**config.mk**
```make
export PLATFORM = sky130hd
export DESIGN_NAME = wav_header_stream_parser_top_flat
export DESIGN_NICKNAME = d
export VERILOG_FILES = /design/src/sv/whp_pkg.sv /design/src/sv/whp_ifs.sv /design/src/sv/whp_in_stage.sv /design/src/sv/whp_parser.sv /design/src/sv/whp_out_stage.sv /design/src/sv/wav_header_stream_parser_top.sv /design/src/flat_wrapper.sv
export SDC_FILE = /design/constraint.sdc
export NUM_CORES = 1
export LEC_CHECK = 0
export BUFFER_PORTS_ARGS = -buffer_cell sky130_fd_sc_hd__buf_2
export CAP_MARGIN = 20
export CORE_AREA = 2 2 255 257
export DETAILED_ROUTE_END_ITERATION = 7
export DIE_AREA = 0 0 257 259
export PLACE_DENSITY = 0.53
export RECOVER_POWER = 50
export REMOVE_ABC_BUFFERS = 1
export SYNTH_ARGS = -nofsm -noshare
export SYNTH_HDL_FRONTEND = slang
export SYNTH_SLANG_ARGS = --single-unit
export TNS_END_PERCENT = 5
```
**constraint.sdc**
```tcl
create_clock -name clock -period 34.5 [get_ports clock]
set_input_delay 6.9 -clock clock [delete_from_list [all_inputs] [get_ports clock]]
set_output_delay 6.9 -clock clock [all_outputs]
set_load 0.02 [all_outputs]
```
**src/sv/whp_pkg.sv**
```systemverilog
// ----------------------------------------------------------------------------
// WAV header parser package
// Shared item types, phase encoding, magic words and result codes.
// ----------------------------------------------------------------------------
package whp_pkg;

   // Magic words as they read after little-endian assembly of four bytes
   localparam logic [31:0] MAGIC_RIFF = 32'h4646_4952;
   localparam logic [31:0] MAGIC_WAVE = 32'h4556_4157;
   localparam logic [31:0] MAGIC_FMT  = 32'h2074_6D66;
   localparam logic [31:0] MAGIC_DATA = 32'h6174_6164;

   localparam logic [31:0] FMT_MIN_LEN = 32'd16;

   typedef enum logic [3:0] {
      PH_RIFF    = 4'd0,
      PH_FSIZE   = 4'd1,
      PH_WAVE    = 4'd2,
      PH_FMTID   = 4'd3,
      PH_FMTLEN  = 4'd4,
      PH_FMTBODY = 4'd5,
      PH_CKID    = 4'd6,
      PH_CKLEN   = 4'd7,
      PH_SKIP    = 4'd8,
      PH_DATA    = 4'd9,
      PH_DONE    = 4'd10,
      PH_ERROR   = 4'd11
   } phase_type;

   typedef enum logic [1:0] {
      KIND_FORMAT = 2'd0,
      KIND_DATA   = 2'd1,
      KIND_ERROR  = 2'd2
   } kind_type;

   typedef enum logic [2:0] {
      ERR_BAD_RIFF  = 3'd0,
      ERR_BAD_WAVE  = 3'd1,
      ERR_BAD_FMT   = 3'd2,
      ERR_FMT_SHORT = 3'd3,
      ERR_EARLY_END = 3'd4
   } error_type;

   typedef struct packed {
      logic [7:0] data_byte;
      logic       end_of_stream;
   } req_item_type;

   typedef struct packed {
      logic [1:0]  kind;
      logic [7:0]  payload_byte;
      logic        last_payload;
      logic [15:0] audio_format;
      logic [15:0] channel_count;
      logic [31:0] sample_rate;
      logic [31:0] byte_rate;
      logic [15:0] sample_bits;
      logic [31:0] payload_size;
      logic [2:0]  error_code;
   } rsp_item_type;

endpackage

```
**src/sv/whp_ifs.sv**
```systemverilog
// ----------------------------------------------------------------------------
// WAV header parser channels
// Valid/ready channels for the byte input and the result output.
// ----------------------------------------------------------------------------
interface whp_req_if;
   logic       valid;
   logic       ready;
   logic [7:0] data_byte;
   logic       end_of_stream;

   modport source (output valid, output data_byte, output end_of_stream, input ready);
   modport sink   (input valid, input data_byte, input end_of_stream, output ready);
endinterface

interface whp_rsp_if;
   logic        valid;
   logic        ready;
   logic [1:0]  kind;
   logic [7:0]  payload_byte;
   logic        last_payload;
   logic [15:0] audio_format;
   logic [15:0] channel_count;
   logic [31:0] sample_rate;
   logic [31:0] byte_rate;
   logic [15:0] sample_bits;
   logic [31:0] payload_size;
   logic [2:0]  error_code;

   modport source (
      output valid, output kind, output payload_byte, output last_payload,
      output audio_format, output channel_count, output sample_rate,
      output byte_rate, output sample_bits, output payload_size,
      output error_code, input ready
   );
   modport sink (
      input valid, input kind, input payload_byte, input last_payload,
      input audio_format, input channel_count, input sample_rate,
      input byte_rate, input sample_bits, input payload_size,
      input error_code, output ready
   );
endinterface

```
**src/sv/whp_in_stage.sv**
```systemverilog
// ----------------------------------------------------------------------------
// WAV header parser input register
// Holds one byte item until the parser takes it.
// ----------------------------------------------------------------------------
module whp_in_stage (
   input  logic                  clock,
   input  logic                  reset,
   whp_req_if.sink               req_chan,
   input  logic                  advance,
   output logic                  item_valid,
   output whp_pkg::req_item_type item
);

   logic                  valid_ff;
   logic                  valid_in;
   whp_pkg::req_item_type item_ff;
   logic                  take;

   // accept when empty or when the held item moves on this cycle
   assign req_chan.ready = !valid_ff || advance;
   assign take           = req_chan.valid && req_chan.ready;

   always_comb begin
      valid_in = valid_ff;
      if (take) begin
         valid_in = 1'b1;
      end else if (advance) begin
         valid_in = 1'b0;
      end
   end

   always_ff @(posedge clock) begin
      if (reset) begin
         valid_ff <= 1'b0;
      end else begin
         valid_ff <= valid_in;
      end
   end

   always_ff @(posedge clock) begin
      if (take) begin
         item_ff.data_byte     <= req_chan.data_byte;
         item_ff.end_of_stream <= req_chan.end_of_stream;
      end
   end

   assign item_valid = valid_ff;
   assign item       = item_ff;

endmodule

```
**src/sv/whp_parser.sv**
```systemverilog
// ----------------------------------------------------------------------------
// WAV header parser core
// Parse state and the per-byte step; emits at most one result per byte.
// ----------------------------------------------------------------------------
module whp_parser (
   input  logic                  clock,
   input  logic                  reset,
   input  logic                  step_en,
   input  whp_pkg::req_item_type item,
   output logic                  result_valid,
   output whp_pkg::rsp_item_type result
);

   whp_pkg::phase_type phase_ff, phase_in;
   logic [31:0] cnt_ff, cnt_in;
   logic [31:0] shift_ff, shift_in;
   logic [31:0] fmt_len_ff, fmt_len_in;
   logic [15:0] format_ff, format_in;
   logic [15:0] channels_ff, channels_in;
   logic [31:0] rate_ff, rate_in;
   logic [31:0] byte_rate_ff, byte_rate_in;
   logic [15:0] bits_ff, bits_in;
   logic        is_data_ff, is_data_in;

   logic [7:0]  b;
   logic [31:0] word;
   logic        word_done;
   logic [31:0] cnt_inc;
   logic [31:0] cnt_dec;

   assign b         = item.data_byte;
   assign word      = {b, shift_ff[23:0]};
   assign word_done = (cnt_ff[1:0] == 2'd3);
   assign cnt_inc   = cnt_ff + 32'd1;
   assign cnt_dec   = cnt_ff - 32'd1;

   always_comb begin
      phase_in     = phase_ff;
      cnt_in       = cnt_ff;
      shift_in     = shift_ff;
      fmt_len_in   = fmt_len_ff;
      format_in    = format_ff;
      channels_in  = channels_ff;
      rate_in      = rate_ff;
      byte_rate_in = byte_rate_ff;
      bits_in      = bits_ff;
      is_data_in   = is_data_ff;
      result_valid = 1'b0;
      result       = '0;

      // word phases: drop the byte into its lane, advance the count
      unique case (phase_ff)
         whp_pkg::PH_RIFF, whp_pkg::PH_FSIZE, whp_pkg::PH_WAVE,
         whp_pkg::PH_FMTID, whp_pkg::PH_FMTLEN, whp_pkg::PH_CKID,
         whp_pkg::PH_CKLEN: begin
            shift_in[8*cnt_ff[1:0] +: 8] = b;
            cnt_in = cnt_inc;
         end
         default: begin
         end
      endcase

      unique case (phase_ff)
         whp_pkg::PH_RIFF: begin
            if (word_done) begin
               if (word != whp_pkg::MAGIC_RIFF) begin
                  result_valid      = 1'b1;
                  result.kind       = whp_pkg::KIND_ERROR;
                  result.error_code = whp_pkg::ERR_BAD_RIFF;
                  phase_in          = whp_pkg::PH_ERROR;
               end else begin
                  phase_in = whp_pkg::PH_FSIZE;
                  cnt_in   = '0;
                  shift_in = '0;
               end
            end
         end
         whp_pkg::PH_FSIZE: begin
            if (word_done) begin
               phase_in = whp_pkg::PH_WAVE;
               cnt_in   = '0;
               shift_in = '0;
            end
         end
         whp_pkg::PH_WAVE: begin
            if (word_done) begin
               if (word != whp_pkg::MAGIC_WAVE) begin
                  result_valid      = 1'b1;
                  result.kind       = whp_pkg::KIND_ERROR;
                  result.error_code = whp_pkg::ERR_BAD_WAVE;
                  phase_in          = whp_pkg::PH_ERROR;
               end else begin
                  phase_in = whp_pkg::PH_FMTID;
                  cnt_in   = '0;
                  shift_in = '0;
               end
            end
         end
         whp_pkg::PH_FMTID: begin
            if (word_done) begin
               if (word != whp_pkg::MAGIC_FMT) begin
                  result_valid      = 1'b1;
                  result.kind       = whp_pkg::KIND_ERROR;
                  result.error_code = whp_pkg::ERR_BAD_FMT;
                  phase_in          = whp_pkg::PH_ERROR;
               end else begin
                  phase_in = whp_pkg::PH_FMTLEN;
                  cnt_in   = '0;
                  shift_in = '0;
               end
            end
         end
         whp_pkg::PH_FMTLEN: begin
            if (word_done) begin
               fmt_len_in = word;
               if (word < whp_pkg::FMT_MIN_LEN) begin
                  result_valid      = 1'b1;
                  result.kind       = whp_pkg::KIND_ERROR;
                  result.error_code = whp_pkg::ERR_FMT_SHORT;
                  phase_in          = whp_pkg::PH_ERROR;
               end else begin
                  phase_in = whp_pkg::PH_FMTBODY;
                  cnt_in   = '0;
                  shift_in = '0;
               end
            end
         end
         whp_pkg::PH_FMTBODY: begin
            // fixed 16-byte layout; block align and any extension bytes drop out
            if (cnt_ff[31:4] == 28'd0) begin
               unique case (cnt_ff[3:0])
                  4'd0:  format_in[7:0]     = b;
                  4'd1:  format_in[15:8]    = b;
                  4'd2:  channels_in[7:0]   = b;
                  4'd3:  channels_in[15:8]  = b;
                  4'd4:  rate_in[7:0]       = b;
                  4'd5:  rate_in[15:8]      = b;
                  4'd6:  rate_in[23:16]     = b;
                  4'd7:  rate_in[31:24]     = b;
                  4'd8:  byte_rate_in[7:0]  = b;
                  4'd9:  byte_rate_in[15:8] = b;
                  4'd10: byte_rate_in[23:16] = b;
                  4'd11: byte_rate_in[31:24] = b;
                  4'd14: bits_in[7:0]       = b;
                  4'd15: bits_in[15:8]      = b;
                  default: begin
                  end
               endcase
            end
            cnt_in = cnt_inc;
            if (cnt_inc >= fmt_len_ff) begin
               phase_in = whp_pkg::PH_CKID;
               cnt_in   = '0;
               shift_in = '0;
            end
         end
         whp_pkg::PH_CKID: begin
            if (word_done) begin
               is_data_in = (word == whp_pkg::MAGIC_DATA);
               phase_in   = whp_pkg::PH_CKLEN;
               cnt_in     = '0;
               shift_in   = '0;
            end
         end
         whp_pkg::PH_CKLEN: begin
            if (word_done) begin
               if (is_data_ff) begin
                  result_valid         = 1'b1;
                  result.kind          = whp_pkg::KIND_FORMAT;
                  result.audio_format  = format_ff;
                  result.channel_count = channels_ff;
                  result.sample_rate   = rate_ff;
                  result.byte_rate     = byte_rate_ff;
                  result.sample_bits   = bits_ff;
                  result.payload_size  = word;
                  phase_in = (word == 32'd0) ? whp_pkg::PH_DONE : whp_pkg::PH_DATA;
               end else begin
                  phase_in = (word == 32'd0) ? whp_pkg::PH_CKID : whp_pkg::PH_SKIP;
               end
               cnt_in   = word;
               shift_in = '0;
            end
         end
         whp_pkg::PH_SKIP: begin
            cnt_in = cnt_dec;
            if (cnt_dec == 32'd0) begin
               phase_in = whp_pkg::PH_CKID;
               shift_in = '0;
            end
         end
         whp_pkg::PH_DATA: begin
            cnt_in              = cnt_dec;
            result_valid        = 1'b1;
            result.kind         = whp_pkg::KIND_DATA;
            result.payload_byte = b;
            result.last_payload = (cnt_dec == 32'd0);
            if (cnt_dec == 32'd0) begin
               phase_in = whp_pkg::PH_DONE;
            end
         end
         default: begin
         end
      endcase

      // end of stream: unfinished parse turns into an early-end error,
      // then every piece of state goes back to its reset value
      if (item.end_of_stream) begin
         if (phase_in != whp_pkg::PH_DONE && phase_in != whp_pkg::PH_ERROR) begin
            result_valid      = 1'b1;
            result            = '0;
            result.kind       = whp_pkg::KIND_ERROR;
            result.error_code = whp_pkg::ERR_EARLY_END;
         end
         phase_in     = whp_pkg::PH_RIFF;
         cnt_in       = '0;
         shift_in     = '0;
         fmt_len_in   = '0;
         format_in    = '0;
         channels_in  = '0;
         rate_in      = '0;
         byte_rate_in = '0;
         bits_in      = '0;
         is_data_in   = 1'b0;
      end
   end

   always_ff @(posedge clock) begin
      if (reset) begin
         phase_ff     <= whp_pkg::PH_RIFF;
         cnt_ff       <= '0;
         shift_ff     <= '0;
         fmt_len_ff   <= '0;
         format_ff    <= '0;
         channels_ff  <= '0;
         rate_ff      <= '0;
         byte_rate_ff <= '0;
         bits_ff      <= '0;
         is_data_ff   <= 1'b0;
      end else if (step_en) begin
         phase_ff     <= phase_in;
         cnt_ff       <= cnt_in;
         shift_ff     <= shift_in;
         fmt_len_ff   <= fmt_len_in;
         format_ff    <= format_in;
         channels_ff  <= channels_in;
         rate_ff      <= rate_in;
         byte_rate_ff <= byte_rate_in;
         bits_ff      <= bits_in;
         is_data_ff   <= is_data_in;
      end
   end

endmodule

```
**src/sv/whp_out_stage.sv**
```systemverilog
// ----------------------------------------------------------------------------
// WAV header parser result register
// Holds one result item until the consumer takes it.
// ----------------------------------------------------------------------------
module whp_out_stage (
   input  logic                  clock,
   input  logic                  reset,
   input  logic                  load,
   input  whp_pkg::rsp_item_type item,
   output logic                  can_load,
   whp_rsp_if.source             rsp_chan
);

   logic                  valid_ff;
   logic                  valid_in;
   whp_pkg::rsp_item_type item_ff;

   // free when empty or when the held item leaves this cycle
   assign can_load = !valid_ff || rsp_chan.ready;

   always_comb begin
      valid_in = valid_ff;
      if (load) begin
         valid_in = 1'b1;
      end else if (rsp_chan.ready) begin
         valid_in = 1'b0;
      end
   end

   always_ff @(posedge clock) begin
      if (reset) begin
         valid_ff <= 1'b0;
      end else begin
         valid_ff <= valid_in;
      end
   end

   always_ff @(posedge clock) begin
      if (load) begin
         item_ff <= item;
      end
   end

   assign rsp_chan.valid         = valid_ff;
   assign rsp_chan.kind          = item_ff.kind;
   assign rsp_chan.payload_byte  = item_ff.payload_byte;
   assign rsp_chan.last_payload  = item_ff.last_payload;
   assign rsp_chan.audio_format  = item_ff.audio_format;
   assign rsp_chan.channel_count = item_ff.channel_count;
   assign rsp_chan.sample_rate   = item_ff.sample_rate;
   assign rsp_chan.byte_rate     = item_ff.byte_rate;
   assign rsp_chan.sample_bits   = item_ff.sample_bits;
   assign rsp_chan.payload_size  = item_ff.payload_size;
   assign rsp_chan.error_code    = item_ff.error_code;

endmodule

```
**src/sv/wav_header_stream_parser_top.sv**
```systemverilog
// A byte item waits in the input register and steps the parser as it moves on; its
// result item then waits in the result register. Throughput: one byte item per cycle
// while the consumer keeps up. A result waiting on a stalled consumer holds the
// parser, so intake stops once the input register is full, even for bytes that
// give no result. Reset (synchronous, active high) empties both registers and
// returns the parser to waiting for the RIFF magic; no clearing pass is needed.
// ----------------------------------------------------------------------------
// WAV header stream parser, top level
// Byte-wide RIFF/WAVE parser: checks magic words, collects fmt fields, skips
// chunks up to data, then reports the format and passes the audio bytes.
// ----------------------------------------------------------------------------
module wav_header_stream_parser_top (
   input  logic      clock,
   input  logic      reset,
   whp_req_if.sink   req_chan,
   whp_rsp_if.source rsp_chan
);

   logic                  in_valid;
   whp_pkg::req_item_type in_item;
   logic                  out_free;
   logic                  step_en;
   logic                  result_valid;
   whp_pkg::rsp_item_type result;

   // advance the held byte whenever the result register can take its outcome;
   // bytes that give no result still advance and update the parse state
   assign step_en = in_valid && out_free;

   whp_in_stage u_in_stage (
      .clock      (clock),
      .reset      (reset),
      .req_chan   (req_chan),
      .advance    (step_en),
      .item_valid (in_valid),
      .item       (in_item)
   );

   whp_parser u_parser (
      .clock        (clock),
      .reset        (reset),
      .step_en      (step_en),
      .item         (in_item),
      .result_valid (result_valid),
      .result       (result)
   );

   // load the result register only for bytes that produce an item
   whp_out_stage u_out_stage (
      .clock    (clock),
      .reset    (reset),
      .load     (step_en && result_valid),
      .item     (result),
      .can_load (out_free),
      .rsp_chan (rsp_chan)
   );

endmodule

```
**src/flat_wrapper.sv**
```systemverilog
// flat-port wrapper written by rule: the top's interface ports become plain ports
module wav_header_stream_parser_top_flat 
  (clock, reset, req_chan_valid, req_chan_data_byte, req_chan_end_of_stream, req_chan_ready, rsp_chan_valid, rsp_chan_kind, rsp_chan_payload_byte, rsp_chan_last_payload, rsp_chan_audio_format, rsp_chan_channel_count, rsp_chan_sample_rate, rsp_chan_byte_rate, rsp_chan_sample_bits, rsp_chan_payload_size, rsp_chan_error_code, rsp_chan_ready);
  whp_req_if req_chan_i ();
  whp_rsp_if rsp_chan_i ();
  input  logic clock;
  input  logic reset;
  input wire logic [$bits(req_chan_i.valid)-1:0] req_chan_valid;
  input wire logic [$bits(req_chan_i.data_byte)-1:0] req_chan_data_byte;
  input wire logic [$bits(req_chan_i.end_of_stream)-1:0] req_chan_end_of_stream;
  output wire logic [$bits(req_chan_i.ready)-1:0] req_chan_ready;
  output wire logic [$bits(rsp_chan_i.valid)-1:0] rsp_chan_valid;
  output wire logic [$bits(rsp_chan_i.kind)-1:0] rsp_chan_kind;
  output wire logic [$bits(rsp_chan_i.payload_byte)-1:0] rsp_chan_payload_byte;
  output wire logic [$bits(rsp_chan_i.last_payload)-1:0] rsp_chan_last_payload;
  output wire logic [$bits(rsp_chan_i.audio_format)-1:0] rsp_chan_audio_format;
  output wire logic [$bits(rsp_chan_i.channel_count)-1:0] rsp_chan_channel_count;
  output wire logic [$bits(rsp_chan_i.sample_rate)-1:0] rsp_chan_sample_rate;
  output wire logic [$bits(rsp_chan_i.byte_rate)-1:0] rsp_chan_byte_rate;
  output wire logic [$bits(rsp_chan_i.sample_bits)-1:0] rsp_chan_sample_bits;
  output wire logic [$bits(rsp_chan_i.payload_size)-1:0] rsp_chan_payload_size;
  output wire logic [$bits(rsp_chan_i.error_code)-1:0] rsp_chan_error_code;
  input wire logic [$bits(rsp_chan_i.ready)-1:0] rsp_chan_ready;
  assign req_chan_i.valid = req_chan_valid;
  assign req_chan_i.data_byte = req_chan_data_byte;
  assign req_chan_i.end_of_stream = req_chan_end_of_stream;
  assign req_chan_ready = req_chan_i.ready;
  assign rsp_chan_valid = rsp_chan_i.valid;
  assign rsp_chan_kind = rsp_chan_i.kind;
  assign rsp_chan_payload_byte = rsp_chan_i.payload_byte;
  assign rsp_chan_last_payload = rsp_chan_i.last_payload;
  assign rsp_chan_audio_format = rsp_chan_i.audio_format;
  assign rsp_chan_channel_count = rsp_chan_i.channel_count;
  assign rsp_chan_sample_rate = rsp_chan_i.sample_rate;
  assign rsp_chan_byte_rate = rsp_chan_i.byte_rate;
  assign rsp_chan_sample_bits = rsp_chan_i.sample_bits;
  assign rsp_chan_payload_size = rsp_chan_i.payload_size;
  assign rsp_chan_error_code = rsp_chan_i.error_code;
  assign rsp_chan_i.ready = rsp_chan_ready;
  wav_header_stream_parser_top u_core (.clock(clock), .reset(reset), .req_chan(req_chan_i), .rsp_chan(rsp_chan_i));
endmodule
```
# Word level (Yosys, flattened, before mapping)
# Cells that the tools add are included.
# word_totals
regBits,382
# op_classes
add_sub_neg,3
order_cmp,2
n_eq_ne,29
shift,2
muxes,122
reduce_logical,54
# op_table
cell,count
$mux W32,35
$mux W144,3
$mux W158,2
$pmux W32 S8,1
$pmux W32 S7,1
$mux W16,9
$mux W8,14
$mux W4,17
$logic_not A32 Y1,2
$ne A32 B31 Y1 const B,2
$reduce_and A4 Y1,14
$reduce_bool A2 Y1,21
$pmux W4 S10,1
$neg A5 Y34,1
$shift A8 B34 Y32 const A,1
$shiftx A8 B34 Y32,1
$add A32 B1 Y32 const B,1
$bwmux W32,1
$eq A32 B31 Y1 const B,1
$eq A4 B3 Y1 const B,8
$eq A4 B4 Y1 const B,8
$ge A32 B32 Y1,1
$lt A32 B5 Y1 const B,1
$ne A32 B30 Y1 const B,1
20 further kinds,65

# Depth between registers and ports, before layout
# logic_depth
word_depth,11
ltp_mapped,22
mapped_depth_nobuf,18

# Modules after synthesis
# A second synthesis with hierarchy kept.
# unflattened
cells_unflattened,1804
hier_area_um2,17868.4
# modules_own_cells
module,instances,cells_each,area_per_inst_um2,seq_area_each_um2
whp_parser,1,1626,12739.7,4103.9
whp_out_stage,1,162,4790.8,4764.6
whp_in_stage,1,14,325.3,290.3
wav_header_stream_parser_top,1,2,12.5,0.0

# Worst setup path before layout
# No wires, ideal clock.
# synth_timing
kind,input to register
startpoint,input port rsp_chan_ready
endpoint,"register u_core.u_out_stage.item_ff, in the netlist u_core.u_out_stage.rsp_chan.audio_format[0], enable pin"
setup_time_ps,677
arrival_ps,14150
t_required_ps,33823
path_slack_ps,19673
cell_stages,5
path_cell_list,nand2b_1 > nand2_1 > clkbuf_1 > clkbuf_1 > nor2_1
# synth_via
elab_chain_len,3
# synth_lines
item,line_no,text
start: declaration,flat_wrapper.sv:23,input wire logic [$bits(rsp_chan_i.ready)-1:0] rsp_chan_ready;
$logic_or A1 B1 Y1,whp_out_stage.sv:19,assign can_load = !valid_ff || rsp_chan.ready;
$logic_and A1 B1 Y1,wav_header_stream_parser_top.sv:28,assign step_en = in_valid && out_free;
$logic_and A1 B1 Y1,wav_header_stream_parser_top.sv:52,".load (step_en && result_valid),"
via u_core.u_out_stage.load,whp_out_stage.sv:8,"input logic load,"
end signal: assignment,whp_out_stage.sv:40,item_ff <= item;
end: declaration,whp_out_stage.sv:16,whp_pkg::rsp_item_type item_ff;
# The timed path passes the listed nets, and every way through them passes these cells.
# A chain may end at the register's enable or synchronous reset.

# Final worst setup path
# layout_timing
startpoint,input port rsp_chan_ready
endpoint,output port req_chan_ready
# layout_via
elab_chain_len,3
# layout_lines
item,line_no,text
$logic_or A1 B1 Y1,whp_out_stage.sv:19,
$logic_and A1 B1 Y1,wav_header_stream_parser_top.sv:28,
$logic_or A1 B1 Y1,whp_in_stage.sv:20,assign req_chan.ready = !valid_ff || advance;
end: declaration,flat_wrapper.sv:11,output wire logic [$bits(req_chan_i.ready)-1:0] req_chan_ready;
# Every way passes these cells.

==> results.sh <==
export IMPL_vdd_ir_drop_max_v=0.0000280
export IMPL_final_min_clock_period_ns=14.29
export IMPL_regToRegStartpoint="u_core.u_parser.cnt_ff[0]"
export IMPL_insertion_delay_ns=0.57
export IMPL_yosys_area_top_type="edfxtp_1"
export IMPL_maxCapViolCount=7
export IMPL_nFillCells=6570
export IMPL_grt_max_degree=108
export IMPL_hp_start="u_core.u_parser.fmt_len_ff[21]"
export IMPL_slew_violations=300
export IMPL_dp_hpwl_microns=38400
export IMPL_totalWireLength_microns=56500
export IMPL_ys_warn_count=0
export IMPL_drc=0
export IMPL_place_congestion=0.939
export IMPL_setup_viol=0
export IMPL_cts_tree="yes"
export IMPL_netlist_area_sq_um=17700
export IMPL_min_to="u_core.u_parser.fmt_len_ff[21]"
export IMPL_port_buffer_count=172
export IMPL_worstHoldPathType="flip-flop to flip-flop"
export IMPL_vias=13900
export IMPL_ys_top_cells_by_area="edfxtp_1, dfxtp_1, mux2i_1, and2_1, nor2_1"
export IMPL_critPathBufInv=2
export IMPL_fin_util_pct=32.1
export IMPL_cts_sinks=374
export IMPL_pin_count=173
export IMPL_rsz0062_at_grt="no"
export IMPL_synth_top_cell_area_share_pct=28.3
export IMPL_p_per_area_nw_per_um2=47.8
export IMPL_drtPass1Iterations=5
export IMPL_r2r_cells=19
export IMPL_syn2layout_area_growth_pct=15.6
export IMPL_power_share_switching_pct=24.4
export IMPL_cp_max_fo=2
export IMPL_power_share_clock_pct=44.4
export IMPL_relSlewSlack_pct=-150
export IMPL_required_ns=27.60
export IMPL_cts_made_buffers=41
export IMPL_path_common_cell="buf_2"
export IMPL_finClkSkew_ns=0.0244
export IMPL_final_antenna_net_count=0
export IMPL_cp_data_arrival_time_ns=7.39
export IMPL_worst_slew_pin_slew_ns=3.74
export IMPL_cts_root_buffer="clkbuf_16"
export IMPL_cts_hold_buf=0
export IMPL_synthFlopType="dfxtp_1"
export IMPL_die_area_sq_um=66600
export IMPL_slowest_delay_ns=0.16
export IMPL_antennaDiodeCount=0
export IMPL_outcome="finished with violations"
export IMPL_cts_setup_buffers=0
export IMPL_die_h_microns=259
export IMPL_setup_tns_ns=0
export IMPL_htree_levels=2
export IMPL_hold_depth=2
export IMPL_grt_pass1_vias=13600
export IMPL_num_rows=93
export IMPL_yosysSeqAreaShare_pct=51.6
export IMPL_reg2reg_slack_ns=24.18
export IMPL_leakagePower_nw=7.64
export IMPL_p_switching_mw=0.239
export IMPL_initial_core_util_pct=27.8
export IMPL_r2r_end="u_core.u_out_stage.rsp_chan.sample_rate[4]"
export IMPL_die_x_microns=257
export IMPL_criticalPathCategory="primary input to primary output"
export IMPL_final_nets=1931
export IMPL_period_share_pct=41.4
export IMPL_violations="capacitance limit, slew limit"
export IMPL_async_reset_ff_share_pct=0
export IMPL_cts_buffer_depth=3
export IMPL_crit_path_end_kind="primary output"
export IMPL_grt_pass1_wl_microns=84600
export IMPL_track_usage_pct=16.5
export IMPL_wire_per_inst_microns=20.4
export IMPL_drive_above_1_share_pct=7.06
export IMPL_cp_start_kind="primary input"
export IMPL_cpMaxStageDelayCell="buf_2"
export IMPL_vias_per_cell=5.02
export IMPL_syn_avg_cell_area_sq_um=10.1
export IMPL_ys_ff_latch=374
export IMPL_cp_cell_sequence="buf_2 -> nor2b_1 -> nand2_1 -> buf_2"
export IMPL_synth_edf_count=167
export IMPL_internal_power_mw=0.741
export IMPL_cp_top_family="buffers and inverters"
export IMPL_total_power_mw=0.980
export IMPL_path_clk_slew_ns=0.06
export IMPL_antenna_found_initial=0
export IMPL_coreArea_sq_um=63900
export IMPL_drt_iter0_drc=1056
export IMPL_pwr_share_seq_pct=48.8
export IMPL_cts_resized=0
export IMPL_finalHoldViolations=0
export IMPL_p_comb_share_pct=6.7
export IMPL_synth_cell_types=73
export IMPL_grt_overflow_total=0
export IMPL_netlist_instances=1765
export IMPL_fmax_ghz=0.0700
-- metrics by stage --
step                      hold slack [ns]  cell area (sq um)  cells  setup slack (ns)
after global routing                0.472              20500   2766             20.16
after floorplan                     0.426              17200   1626             19.79
after global placement              0.439              19300   2681             20.16
after detailed placement            0.443              19400   2685             20.21
after CTS                           0.452              20700   2761             20.21
final                               0.448              20500   2766             20.21
-- power groups by stage --
stage | Combinational (mW) | Sequential (mW) | Clock [mW]
after global routing | 0.0706 | 0.480 | 0.463
after CTS | 0.0680 | 0.478 | 0.449
after floorplan | 0.0293 | 0.496 | 0
after global placement | 0.0667 | 0.488 | 0
after detailed placement | 0.0679 | 0.488 | 0
final | 0.0659 | 0.479 | 0.436
-- Yosys cell counts (all sizes together), types with 7 or more instances --
| cell type | count |
|---|---|
| a21oi | 85 |
| a222oi | 18 |
| a22oi | 7 |
| a31oi | 13 |
| a32o | 25 |
| and2 | 165 |
| and3 | 10 |
| buf | 18 |
| clkbuf | 121 |
| dfxtp | 207 |
| edfxtp | 167 |
| ha | 40 |
| inv | 48 |
| mux2i | 115 |
| nand2 | 121 |
| nand2b | 10 |
| nand3 | 22 |
| nand3b | 30 |
| nand4 | 29 |
| nor2 | 185 |
| nor2b | 13 |
| nor3 | 33 |
| nor4 | 23 |
| o21ai | 57 |
| o221ai | 10 |
| or3 | 22 |
| or4 | 17 |
| xnor2 | 36 |
| xor2 | 22 |
-- cell families after synthesis --
| family | synth area share, % |
|---|---|
| compound gates | 10.7 |
| xor+xnor | 2.86 |
| fa+ha+maj | 2.82 |
| buf+inv | 4.36 |
| flops | 51.6 |
| mux | 6.55 |
| simple gates | 21.1 |
-- cell usage in the layout (no fill, tap or decap), types with 18 or more instances in the layout --
cell,synthesis,layout
a222oi_1,18,18
buf_4,0,23
clkbuf_16,0,44
xnor2_1,36,36
a21oi_1,85,85
nand3b_1,30,30
edfxtp_1,167,167
nor2_1,184,183
and2_1,164,120
dfxtp_1,207,207
nand3_1,22,22
mux2i_1,115,115
xor2_1,22,22
and2_0,1,45
o21ai_0,50,50
or3_1,22,22
nand2_1,121,121
a32o_1,25,25
nor4_1,22,22
nand4_1,29,29
nor3_1,32,32
ha_1,40,40
inv_1,48,48
clkbuf_1,113,172
-- tightest hold or removal path, stage by stage (launching register included) --
cell     delay (ns)
dfxtp_1        0.31
nand2_1        0.05
a21oi_1        0.05
-- flip-flops by register name (all words and copies together) (netlist names), 9 cells and up --
register / cells
u_core.u_in_stage.item: 9
u_core.u_out_stage.rsp_chan.audio_format: 16
u_core.u_out_stage.rsp_chan.byte_rate: 32
u_core.u_out_stage.rsp_chan.channel_count: 16
u_core.u_out_stage.rsp_chan.payload_size: 32
u_core.u_out_stage.rsp_chan.sample_bits: 16
u_core.u_out_stage.rsp_chan.sample_rate: 32
u_core.u_parser.bits_ff: 16
u_core.u_parser.byte_rate_ff: 32
u_core.u_parser.channels_ff: 16
u_core.u_parser.cnt_ff: 32
u_core.u_parser.fmt_len_ff: 32
u_core.u_parser.format_ff: 16
u_core.u_parser.rate_ff: 32
u_core.u_parser.shift_ff: 24
-- per-layer routing --
metal	up-vias	track usage (%)	part of all wire, %
met5	-	0	0
met4	0	7.30	4.4
met3	119	2.69	4.9
met2	468	28.2	48
met1	6784	20.4	43
li1	6522	-	-
-- area by class of cell --
class	count	area, sq um	area share (%)
repair buffers	209	947	4.62
well taps	855	1070	5.21
clock buffers	53	1140	5.58
clock inverters	23	184	0.896
flip-flops and latches	374	9160	44.6
inverters	50	188	0.915
multi-input cells	1202	7830	38.2
-- worst max path at each step --
stage	from	to	slack (ns)	cells past startpoint
6_report	rsp_chan_ready	req_chan_ready	20.21	4
3_5_place_dp	rsp_chan_ready	req_chan_ready	20.21	4
3_3_place_gp	rsp_chan_ready	req_chan_ready	20.16	4
2_1_floorplan	rsp_chan_ready	u_core.u_out_stage.rsp_chan.audio_format[0]	19.79	3
5_1_grt	rsp_chan_ready	req_chan_ready	20.16	4
4_1_cts	rsp_chan_ready	req_chan_ready	20.21	4
No activity file was read; power rests on OpenSTA's default activity.
